==> src/rtl/core/ccb_pkg.sv <==
`default_nettype none

package ccb_pkg;

    // Field widths of the transfer items.
    localparam int IDX_W    = 10;
    localparam int SIZE_W   = 33;
    localparam int CMD_W    = 2;
    localparam int STATUS_W = 2;

    // Configuration port.
    localparam int PADDR_W = 4;
    localparam int PDATA_W = 64;

    // Bitmap word geometry: each memory row holds this many chunks.
    localparam int WORD_BITS = 32;
    localparam int WORD_LOG2 = 5;

    // Defaults for the top-level parameters.
    localparam int MAX_CHUNKS_DEF       = 1024;
    localparam int CHUNK_BYTES_LOG2_DEF = 22;

    // Command codes.
    localparam logic [CMD_W-1:0] CMD_CLAIM    = 2'd0;
    localparam logic [CMD_W-1:0] CMD_RELEASE  = 2'd1;
    localparam logic [CMD_W-1:0] CMD_COMPLETE = 2'd2;
    localparam logic [CMD_W-1:0] CMD_RESTORE  = 2'd3;

    // Status codes.
    localparam logic [STATUS_W-1:0] STATUS_OK     = 2'd0;
    localparam logic [STATUS_W-1:0] STATUS_NOFREE = 2'd1;
    localparam logic [STATUS_W-1:0] STATUS_RANGE  = 2'd2;

    typedef struct packed {
        logic [CMD_W-1:0] command;
        logic [IDX_W-1:0] chunk_index;
    } ccb_in_t;

    typedef struct packed {
        logic [STATUS_W-1:0] status;
        logic [IDX_W-1:0]    granted_index;
        logic                all_claimed;
        logic [SIZE_W-1:0]   downloaded_bytes;
        logic                intact;
    } ccb_out_t;

endpackage

`default_nettype wire

==> src/rtl/core/chunk_claim_bitmap.sv <==
`default_nettype none
// A claim scans the bitmap rows in order, one row of 32 chunks per cycle, at most
// MAX_CHUNKS/32 rows, and writes back the row holding the first free chunk; release, complete
// and restore take one memory read and one write back; a rejected index or a claim with no
// chunks goes straight to the result. A new item is accepted in the cycle after a result is
// loaded into the output register. Reset, and every write of file_size, start a clearing pass
// over every bitmap row during which no item is accepted.
module chunk_claim_bitmap #(
    parameter int MAX_CHUNKS       = ccb_pkg::MAX_CHUNKS_DEF,
    parameter int CHUNK_BYTES_LOG2 = ccb_pkg::CHUNK_BYTES_LOG2_DEF
) (
    input  wire                          aclk,
    input  wire                          aresetn,
    // Input channel.
    input  wire                          s_valid,
    output logic                         s_ready,
    input  ccb_pkg::ccb_in_t             s_data,
    // Result channel.
    output logic                         m_valid,
    input  wire                          m_ready,
    output ccb_pkg::ccb_out_t            m_data,
    // Configuration port.
    input  wire                          psel,
    input  wire                          penable,
    input  wire                          pwrite,
    input  wire [ccb_pkg::PADDR_W-1:0]   paddr,
    input  wire [ccb_pkg::PDATA_W-1:0]   pwdata,
    output logic [ccb_pkg::PDATA_W-1:0]  prdata,
    output logic                         pready
);
    import ccb_pkg::*;

    // Storage geometry. Each memory row holds the claimed bits of 32 chunks in its low half
    // and their complete bits in its high half, so one read gives everything a command needs.
    localparam int WORDS = (MAX_CHUNKS + WORD_BITS - 1) / WORD_BITS;
    localparam int AW    = (WORDS > 1) ? $clog2(WORDS) : 1;
    localparam int CNT_W = $clog2(MAX_CHUNKS + 1);
    localparam int CW_A  = (CNT_W > IDX_W) ? CNT_W : IDX_W;
    // Width in which chunk indices and chunk counts are compared.
    localparam int CMP_W = (CW_A > WORD_LOG2 + AW) ? CW_A : (WORD_LOG2 + AW);
    localparam logic [AW-1:0] LAST_ROW = AW'(WORDS - 1);
    localparam logic [SIZE_W-1:0] UNIT = SIZE_W'(64'd1 << CHUNK_BYTES_LOG2);
    localparam logic [SIZE_W:0] UNIT_M1 = (SIZE_W + 1)'((64'd1 << CHUNK_BYTES_LOG2) - 64'd1);

    typedef enum logic [4:0] {
        ST_CLEAR = 5'b00001,
        ST_IDLE  = 5'b00010,
        ST_SCAN  = 5'b00100,
        ST_RMW   = 5'b01000,
        ST_DONE  = 5'b10000
    } state_t;

    // The bitmap memory, with a registered read port.
    logic [2*WORD_BITS-1:0] mem [WORDS];
    logic [2*WORD_BITS-1:0] rd_data_reg;
    logic [AW-1:0]          rd_addr;
    logic                   wr_en;
    logic [AW-1:0]          wr_addr;
    logic [2*WORD_BITS-1:0] wr_data;

    state_t              state_reg, state_next;
    logic [SIZE_W-1:0]   file_size_reg, file_size_next;
    logic [CNT_W-1:0]    count_reg, count_next;
    logic [SIZE_W-1:0]   total_reg, total_next;
    logic [CNT_W-1:0]    claimed_cnt_reg, claimed_cnt_next;
    logic [AW-1:0]       clr_addr_reg, clr_addr_next;
    logic [AW-1:0]       chk_reg, chk_next;
    logic [CMD_W-1:0]    cmd_reg, cmd_next;
    logic [CMP_W-1:0]    idx_reg, idx_next;
    logic [STATUS_W-1:0] status_reg, status_next;
    logic [IDX_W-1:0]    granted_reg, granted_next;
    logic                m_valid_reg, m_valid_next;
    ccb_out_t            m_data_reg, m_data_next;

    logic                 cfg_wr;
    logic [SIZE_W:0]      cfg_sum;
    logic [SIZE_W:0]      cfg_chunks;
    logic [CMP_W-1:0]     in_idx;
    logic [CMP_W-1:0]     scan_base;
    logic [CMP_W-1:0]     scan_lim;
    logic [WORD_BITS-1:0] scan_valid;
    logic [WORD_BITS-1:0] scan_free;
    logic [WORD_BITS-1:0] scan_onehot;
    logic [WORD_LOG2-1:0] scan_pos;
    logic [WORD_BITS-1:0] rd_claimed;
    logic [WORD_BITS-1:0] rd_complete;
    logic [WORD_BITS-1:0] idx_onehot;
    logic                 bit_claimed;
    logic                 bit_complete;
    logic [SIZE_W-1:0]    chunk_bytes;
    logic                 load_out;

    // ------------------------------------------------------------------
    // Configuration port. Only register 0 (file_size) exists; its 8-byte slot is selected
    // by paddr[3] being low. Reads of any other address return zero.
    // ------------------------------------------------------------------
    assign pready = 1'b1;
    assign cfg_wr = psel && penable && pwrite && pready && !paddr[3];
    assign prdata = (!paddr[3]) ? PDATA_W'(file_size_reg) : '0;

    // Chunk count of the incoming size: rounded up, then capped at the bitmap depth.
    assign cfg_sum    = {1'b0, pwdata[SIZE_W-1:0]} + UNIT_M1;
    assign cfg_chunks = cfg_sum >> CHUNK_BYTES_LOG2;

    // ------------------------------------------------------------------
    // Claim scan datapath: the row in rd_data_reg is row chk_reg. Only bits whose chunk
    // lies below the chunk count take part, and the lowest free one is picked by isolating
    // the lowest set bit of the free mask.
    // ------------------------------------------------------------------
    assign rd_claimed  = rd_data_reg[WORD_BITS-1:0];
    assign rd_complete = rd_data_reg[2*WORD_BITS-1:WORD_BITS];
    assign scan_base   = CMP_W'(chk_reg) << WORD_LOG2;
    assign scan_lim    = CMP_W'(count_reg) - scan_base;

    always_comb begin
        for (int b = 0; b < WORD_BITS; b++) begin
            scan_valid[b] = (CMP_W'(b) < scan_lim);
        end
    end

    assign scan_free   = ~rd_claimed & scan_valid;
    assign scan_onehot = scan_free & (~scan_free + WORD_BITS'(1));

    always_comb begin
        scan_pos = '0;
        for (int b = 0; b < WORD_BITS; b++) begin
            if (scan_onehot[b]) begin
                scan_pos = scan_pos | WORD_LOG2'(b);
            end
        end
    end

    // ------------------------------------------------------------------
    // Single-chunk datapath for release, complete and restore.
    // ------------------------------------------------------------------
    assign in_idx       = CMP_W'(s_data.chunk_index);
    assign idx_onehot   = WORD_BITS'(1) << idx_reg[WORD_LOG2-1:0];
    assign bit_claimed  = |(rd_claimed & idx_onehot);
    assign bit_complete = |(rd_complete & idx_onehot);
    // Every chunk below the count of whole units is full size; the last one holds the rest.
    assign chunk_bytes  = ((file_size_reg >> CHUNK_BYTES_LOG2) > SIZE_W'(idx_reg)) ?
                          UNIT : (file_size_reg & UNIT_M1[SIZE_W-1:0]);

    assign s_ready  = (state_reg == ST_IDLE);
    assign load_out = (state_reg == ST_DONE) && (!m_valid_reg || m_ready);

    // ------------------------------------------------------------------
    // Sequencer. One item is in flight at a time, and a write back is always followed by the
    // result cycle before the next read, so no access can see a stale row and no forwarding
    // path is needed.
    // ------------------------------------------------------------------
    always_comb begin
        state_next       = state_reg;
        file_size_next   = file_size_reg;
        count_next       = count_reg;
        total_next       = total_reg;
        claimed_cnt_next = claimed_cnt_reg;
        clr_addr_next    = clr_addr_reg;
        chk_next         = chk_reg;
        cmd_next         = cmd_reg;
        idx_next         = idx_reg;
        status_next      = status_reg;
        granted_next     = granted_reg;
        m_valid_next     = m_valid_reg;
        m_data_next      = m_data_reg;
        rd_addr          = chk_reg + AW'(1);
        wr_en            = 1'b0;
        wr_addr          = idx_reg[WORD_LOG2 +: AW];
        wr_data          = rd_data_reg;

        if (m_valid_reg && m_ready) begin
            m_valid_next = 1'b0;
        end

        case (state_reg)
            ST_CLEAR: begin
                wr_en   = 1'b1;
                wr_addr = clr_addr_reg;
                wr_data = '0;
                clr_addr_next = clr_addr_reg + AW'(1);
                if (clr_addr_reg == LAST_ROW) begin
                    state_next = ST_IDLE;
                end
            end
            ST_IDLE: begin
                rd_addr = (s_data.command == CMD_CLAIM) ? '0 : in_idx[WORD_LOG2 +: AW];
                if (s_valid) begin
                    cmd_next     = s_data.command;
                    idx_next     = in_idx;
                    chk_next     = '0;
                    granted_next = '0;
                    status_next  = STATUS_OK;
                    if (s_data.command == CMD_CLAIM) begin
                        if (count_reg == '0) begin
                            status_next = STATUS_NOFREE;
                            state_next  = ST_DONE;
                        end else begin
                            state_next = ST_SCAN;
                        end
                    end else if (in_idx >= CMP_W'(count_reg)) begin
                        status_next = STATUS_RANGE;
                        state_next  = ST_DONE;
                    end else begin
                        state_next = ST_RMW;
                    end
                end
            end
            ST_SCAN: begin
                if (scan_free != '0) begin
                    wr_en            = 1'b1;
                    wr_addr          = chk_reg;
                    wr_data          = {rd_complete, rd_claimed | scan_onehot};
                    claimed_cnt_next = claimed_cnt_reg + CNT_W'(1);
                    granted_next     = IDX_W'(scan_base | CMP_W'(scan_pos));
                    state_next       = ST_DONE;
                end else if (scan_lim <= CMP_W'(WORD_BITS)) begin
                    status_next = STATUS_NOFREE;
                    state_next  = ST_DONE;
                end else begin
                    chk_next = chk_reg + AW'(1);
                end
            end
            ST_RMW: begin
                wr_en   = 1'b1;
                wr_addr = idx_reg[WORD_LOG2 +: AW];
                case (cmd_reg)
                    CMD_RELEASE: begin
                        wr_data = {rd_complete, rd_claimed & ~idx_onehot};
                        if (bit_claimed) begin
                            claimed_cnt_next = claimed_cnt_reg - CNT_W'(1);
                        end
                    end
                    CMD_COMPLETE: begin
                        wr_data = {rd_complete | idx_onehot, rd_claimed};
                        if (!bit_complete) begin
                            total_next = total_reg + chunk_bytes;
                        end
                    end
                    CMD_RESTORE: begin
                        wr_data = {rd_complete | idx_onehot, rd_claimed | idx_onehot};
                        if (!bit_claimed) begin
                            claimed_cnt_next = claimed_cnt_reg + CNT_W'(1);
                        end
                        if (!bit_complete) begin
                            total_next = total_reg + chunk_bytes;
                        end
                    end
                    default: begin
                        wr_en = 1'b0;
                    end
                endcase
                state_next = ST_DONE;
            end
            ST_DONE: begin
                if (load_out) begin
                    m_valid_next                 = 1'b1;
                    m_data_next.status           = status_reg;
                    m_data_next.granted_index    = granted_reg;
                    m_data_next.all_claimed      = (claimed_cnt_reg == count_reg);
                    m_data_next.downloaded_bytes = total_reg;
                    m_data_next.intact           = (total_reg == file_size_reg);
                    state_next                   = ST_IDLE;
                end
            end
            default: begin
                state_next = ST_CLEAR;
            end
        endcase

        // A new size starts a new transfer: both bitmaps and the tallies are cleared.
        if (cfg_wr) begin
            file_size_next   = pwdata[SIZE_W-1:0];
            count_next       = (cfg_chunks > (SIZE_W + 1)'(MAX_CHUNKS)) ?
                               CNT_W'(MAX_CHUNKS) : cfg_chunks[CNT_W-1:0];
            total_next       = '0;
            claimed_cnt_next = '0;
            clr_addr_next    = '0;
            state_next       = ST_CLEAR;
        end
    end

    always_ff @(posedge aclk) begin
        if (!aresetn) begin
            state_reg       <= ST_CLEAR;
            file_size_reg   <= '0;
            count_reg       <= '0;
            total_reg       <= '0;
            claimed_cnt_reg <= '0;
            clr_addr_reg    <= '0;
            chk_reg         <= '0;
            cmd_reg         <= CMD_CLAIM;
            m_valid_reg     <= 1'b0;
        end else begin
            state_reg       <= state_next;
            file_size_reg   <= file_size_next;
            count_reg       <= count_next;
            total_reg       <= total_next;
            claimed_cnt_reg <= claimed_cnt_next;
            clr_addr_reg    <= clr_addr_next;
            chk_reg         <= chk_next;
            cmd_reg         <= cmd_next;
            m_valid_reg     <= m_valid_next;
        end
    end

    // Payload registers carry no reset.
    always_ff @(posedge aclk) begin
        idx_reg     <= idx_next;
        status_reg  <= status_next;
        granted_reg <= granted_next;
        m_data_reg  <= m_data_next;
    end

    // Bitmap memory: one write port and one registered read port.
    always_ff @(posedge aclk) begin
        if (wr_en) begin
            mem[wr_addr] <= wr_data;
        end
        rd_data_reg <= mem[rd_addr];
    end

    assign m_valid = m_valid_reg;
    assign m_data  = m_data_reg;

    // ------------------------------------------------------------------
    // Assertions.
    // ------------------------------------------------------------------
    // The number of claimed chunks can never pass the chunk count.
    a_claimed_bound: assert property (@(posedge aclk) disable iff (!aresetn)
        claimed_cnt_reg <= count_reg)
        else $error("claimed chunk counter exceeds chunk count");

    // A size write starts the clearing pass, so no transfer is taken in the next cycle.
    a_cfg_clears: assert property (@(posedge aclk) disable iff (!aresetn)
        cfg_wr |=> !s_ready)
        else $error("input accepted straight after a size write");

    // Only a successful claim reports a nonzero granted index.
    a_grant_ok: assert property (@(posedge aclk) disable iff (!aresetn)
        (m_valid && m_data.status != STATUS_OK) |-> (m_data.granted_index == '0))
        else $error("granted index set on a failed command");

    // Memory writes only happen while clearing or finishing a command.
    a_write_state: assert property (@(posedge aclk) disable iff (!aresetn)
        wr_en |-> (state_reg == ST_CLEAR || state_reg == ST_SCAN || state_reg == ST_RMW))
        else $error("bitmap written outside clear, scan or update");

endmodule

`default_nettype wire

==> config.mk <==
export PLATFORM = sky130hd
export DESIGN_NAME = chunk_claim_bitmap
export DESIGN_NICKNAME = d
export VERILOG_FILES = /design/src/rtl/core/ccb_pkg.sv /design/src/rtl/core/chunk_claim_bitmap.sv
export SDC_FILE = /design/constraint.sdc
export NUM_CORES = 2
export LEC_CHECK = 0
export BUFFER_PORTS_ARGS = -buffer_cell sky130_fd_sc_hd__buf_2
export CORE_MARGIN = 5
export CORE_UTILIZATION = 40
export CTS_BUF_LIST = sky130_fd_sc_hd__clkbuf_4
export DETAILED_ROUTE_END_ITERATION = 10
export HOLD_SLACK_MARGIN = 0.08
export PLACE_DENSITY = 0.61
export SYNTH_ARGS = -nofsm -noshare
export SYNTH_HDL_FRONTEND = slang
export SYNTH_SLANG_ARGS = --single-unit
==> constraint.sdc <==
create_clock -name aclk -period 8.6 [get_ports aclk]
set_clock_uncertainty 0.2 [all_clocks]
set_input_delay 0.43 -clock aclk [delete_from_list [all_inputs] [get_ports aclk]]
set_output_delay 0.43 -clock aclk [all_outputs]
set_load 0.005 [all_outputs]
After elaboration in Yosys (flattened, before gate mapping)
Memory sizes are Yosys's and may differ from the RTL's. A register that Yosys moved wholly into a read port is not among the register bits. Cells that the tools add are included.

Bits in registers: 176. Latch bits: 0. RAM bits: 2048. Bits in read-only memories: 0. Input bits: 87. Logic and storage cells: 258. Memories: 1.

$add $sub $neg: 8. Multiply operators: 0. Div/mod/pow operators: 0. $lt $le $gt $ge: 36. Equal/unequal tests: 23. Shift-type cells: 1. Muxes and demuxes: 134. Bitwise logic cells: 13. Reduce and logical (&&, ||, !) cells: 25.

Memory list: mem (depth 32, width 64, read ports 1, clocked after Yosys merged registers in 1, write ports 1, line chunk_claim_bitmap.sv:54) `logic [2*WORD_BITS-1:0] mem [WORDS];`.

Operators by type and width (count): $pmux 64 s3 (2); $mux 5 (49); $mux 33 (7); $lt 5x11->1 const A (16); $and 32x32->32 (5); $mux 11 (12); $mux 64 (2); $not 32->32 (3); $or 32x32->32 (3); $mux 47 (2); $lt 4x11->1 const A (8); $pmux 33 s2 (1); $reduce_or 32->1 (2); $lt 3x11->1 const A (4); $pmux 11 s2 (2); $mux 2 (21); $mux 10 (4); $add 33x22->34 const B (1); $add 33x23->33 (1); $eq 33x33->1 (1); $add 32x1->32 const B (1); $mux 32 (1); $mux 4 (8); $reduce_bool 32->1 (1); 44 further kinds (83).

Depth between registers and ports, before layout
Word-level depth: 41. Mapped depth: 26.

Worst setup path after synthesis
OpenSTA, ideal clock, no wires.

Kind: register -> register. Start: register count_reg[5]. End: memory mem[0][0] (netlist name), enable pin. Data arrival time: 6.456 ns. Setup slack: 1.457 ns. Stages on the path, launching flop included: 16. Buffers on the path: 2. Cells stage by stage: dfxtp_1 -> inv_1 -> ha_1 -> fa_1 -> nand2_1 -> or3_1 -> a211oi_2 -> a21o_1 -> and4_1 -> buf_2 -> and4_1 -> buf_4 -> a21oi_4 -> a222oi_1 -> nand3_2 -> nor2_1.

Cells in the longest elaborated chain, start to end: 9. Elaborated cells between the ends (all ways): 43.

Ends and longest elaborated chain: start, declared (line chunk_claim_bitmap.sv:63) `logic [CNT_W-1:0] count_reg, count_next;`; start signal, assigned (line chunk_claim_bitmap.sv:296) `count_reg <= count_next;`; $sub 11x10->11 * (line chunk_claim_bitmap.sv:113) `assign scan_lim = CMP_W'(count_reg) - scan_base;`; $lt 1x11->1 (tied with other cells) (line chunk_claim_bitmap.sv:117) `scan_valid[b] = (CMP_W'(b) < scan_lim);`; $and 32x32->32 * (line chunk_claim_bitmap.sv:121) `assign scan_free = ~rd_claimed & scan_valid;`; $reduce_bool 32->1 * (line chunk_claim_bitmap.sv:209) `if (scan_free != '0) begin`; $mux 1 (line chunk_claim_bitmap.sv:209); $mux 1 (line chunk_claim_bitmap.sv:175) `case (state_reg)`; $pmux 1 s3 (line chunk_claim_bitmap.sv:175); $mux 1 (line chunk_claim_bitmap.sv:316) `if (wr_en) begin`; $mux 1 (implied by the code) (line chunk_claim_bitmap.sv:317) `mem[wr_addr] <= wr_data;`; end, declared (line chunk_claim_bitmap.sv:54).

Mark *: on every way between the ends. The rest lies on a longest branch, timed or not. The select of a mux whose other input is x is not followed.

Worst setup path in the final report
Start: register count_reg[5]. End: memory mem[1][3] (netlist name), enable pin.

Same word-level chain as after synthesis.

==> impl_metrics.yaml <==
sta:
  maxSlewViolCount: 0
  rsz0062_at_grt: "no"
  period_minus_slack_ps: 6980
  tightest_slew_ps: 1320
  relSlewSlack: 0.0971
  tns_ps: 0
  post-route-period-util: 0.812
  timing.final.ws_setup_ps: 1620
  hold_violations: 0
  setup_violations: 0
  fmax_mhz: 143
drt:
  final_antenna_net_count: 0
  drtIter0Drc: 6525
  wire_per_inst_um: 24.1
  vias: 66700
  wl_mm: 287
  drt-vias-per-instance: 5.61
  drcViolationCount: 0
  firstDrtPassIters: 6
global_route:
  track_usage: 0.224
  grt_max_degree: 150
  overflow: 0
  grt_first_pass_wirelength_mm: 422
  antenna_found_initial: 8
  grt_pass1_vias: 65100
synth:
  synth_top_area_share: 0.670
  yosys.area.top_type: "edfxtp_1"
  ys_ff_latch: 2287
  syn_inst: 7746
  netlist_area_mm2: 0.0949
  syn_area_per_cell_um2: 12.3
  synth_warnings: 0
  synth_enable_flop_cells: 2117
  synth.distinct_cells: 91
  synthTopCellsByArea: "edfxtp_1, nand2_1, a311oi_1"
  ys_async_sr_fraction: 0
  yosysSeqAreaShare: 0.706
  synth-main-ff-cell: "edfxtp_1"
clock_network:
  cts_setup_buffers: 0
  clkTransAtPathRegs_ps: 60
  insertion_delay_ps: 1440
  cts_max_level: 6
  root_buffer: "clkbuf_4"
  cts_hold_buf: 186
  numClockSinks: 2287
  cts_buffers: 594
  cts_tree: "yes"
  clk_path_buf_depth: 4
  cts.repair.resized: 0
layout:
  design_area_mm2: 0.109
  drive_above_1_share: 0.156
  layout_common_cells: "nand2_1, edfxtp_1, clkbuf_4"
  area_growth_pct: 15.0
  fin_util: 0.463
  largest_reg_flops: 2048
  fin_nets: 8482
  mostFrequentLayoutCell: "nand2_1"
floorplan:
  coreArea_mm2: 0.236
  rows: 178
  dieArea_mm2: 0.247
  die_w_um: 497
  start_util: 0.403
  io_pins: 201
  die_h_um: 497
power:
  cellLeakagePower_uw: 0.0397
  powerDensity_mw_per_mm2: 213
  ir_worst_vdd_uv: 124
placed_design:
  dpl.hpwl_mm: 158
  gp_congestion: 0.948
  dpl_worst_slack_ps: 1810
  placed_area_mm2: 0.100
  numPortBuffers: 134
setup_path:
  endpoint_kind: "flip-flop"
  worst_setup_path_start_kind: "flip-flop"
  critical_path_class: "flip-flop to flip-flop"
  worstPathRequired_ps: 9340
  cp.arrival_ps: 7730
  cp_max_fo: 28
run_status:
  status: "finished clean"
run:
  maxCapViolations: 0
worst_hold_path:
  hold_path.class: "flip-flop to flip-flop"
-- metrics by stage --
stage / std cells / power (uW) / hold WS (ps)
finish: 11900 / 23200 / 188
global route: 11900 / 24200 / 176
CTS: 11900 / 23500 / 80.7
detailed placement: 10700 / 14400 / 210
global placement: 10700 / 14300 / 212
floorplan: 7776 / 13700 / 200
-- power by group --
group | switching, uW | leakage, uW | internal (uW)
Sequential | 193 | 0.0214 | 12600
Clock | 4250 | 0.00432 | 4790
Combinational | 1010 | 0.0140 | 369
Total | 5450 | 0.0397 | 17800
-- worst max-delay path, stage by stage, from the launching register on --
cell      delay, ps
dfxtp_1         370
inv_1           100
ha_1            230
fa_1            550
nand2_1         200
or3_1           400
a211oi_2        490
a21o_1          280
and4_1          400
and4_1          240
buf_4           190
a21oi_4         250
a222oi_1        970
nand3_2         420
nor2_4          680
buf_4           490
-- area by class of cell --
cell class	count	area, um2
repair buffers	530	4680
clock buffers	865	6490
multi-input cells	4871	26200
flip-flops and latches	2287	67000
clock inverters	126	699
fillers	21200	126000
diodes	5	12.5
inverters	56	210
well taps	3150	3940
-- path summary, 6_finish.rpt --
path	start	to	slack, ps	cells past startpoint
setup reg to reg	count_reg[5]	mem[1][3]	1620	15
hold / removal	granted_reg[0]	m_data[35]	190	0
hold reg to reg	granted_reg[0]	m_data[35]	190	0
setup / recovery	count_reg[5]	mem[1][3]	1620	15
-- Yosys cell counts, drive strengths merged (93+ instances only) --
cell	number
edfxtp	2117
nand2	2267
nand3	583
a311oi	449
and3	278
clkbuf	494
nor2	158
a21oi	155
o21ai	119
dfxtp	170
nor3	93
-- layer usage --
| layer | vias to the layer above | share of wire | global-route usage |
|---|---|---|---|
| li1 | 30100 | - | - |
| met1 | 33100 | 0.42 | 0.302 |
| met2 | 2981 | 0.47 | 0.355 |
| met3 | 521 | 0.081 | 0.0460 |
| met4 | 0 | 0.034 | 0.0872 |
| met5 | - | 0 | 0 |
-- cell families (layout without fill, tap and decap cells) --
family	Yosys count	after routing	share of synthesized area
DFF	2287	2287	0.706
AOI/OAI and AO/OA	1093	1093	0.0861
buffers and inverters	618	1577	0.0259
adders and majority gates	55	55	0.00741
and+or+nand+nor	3584	3584	0.165
other	2	37	0.0000791
muxes	13	13	0.00144
xor gates and xnor gates	94	94	0.00867
(Power assumes the default switching activity.)
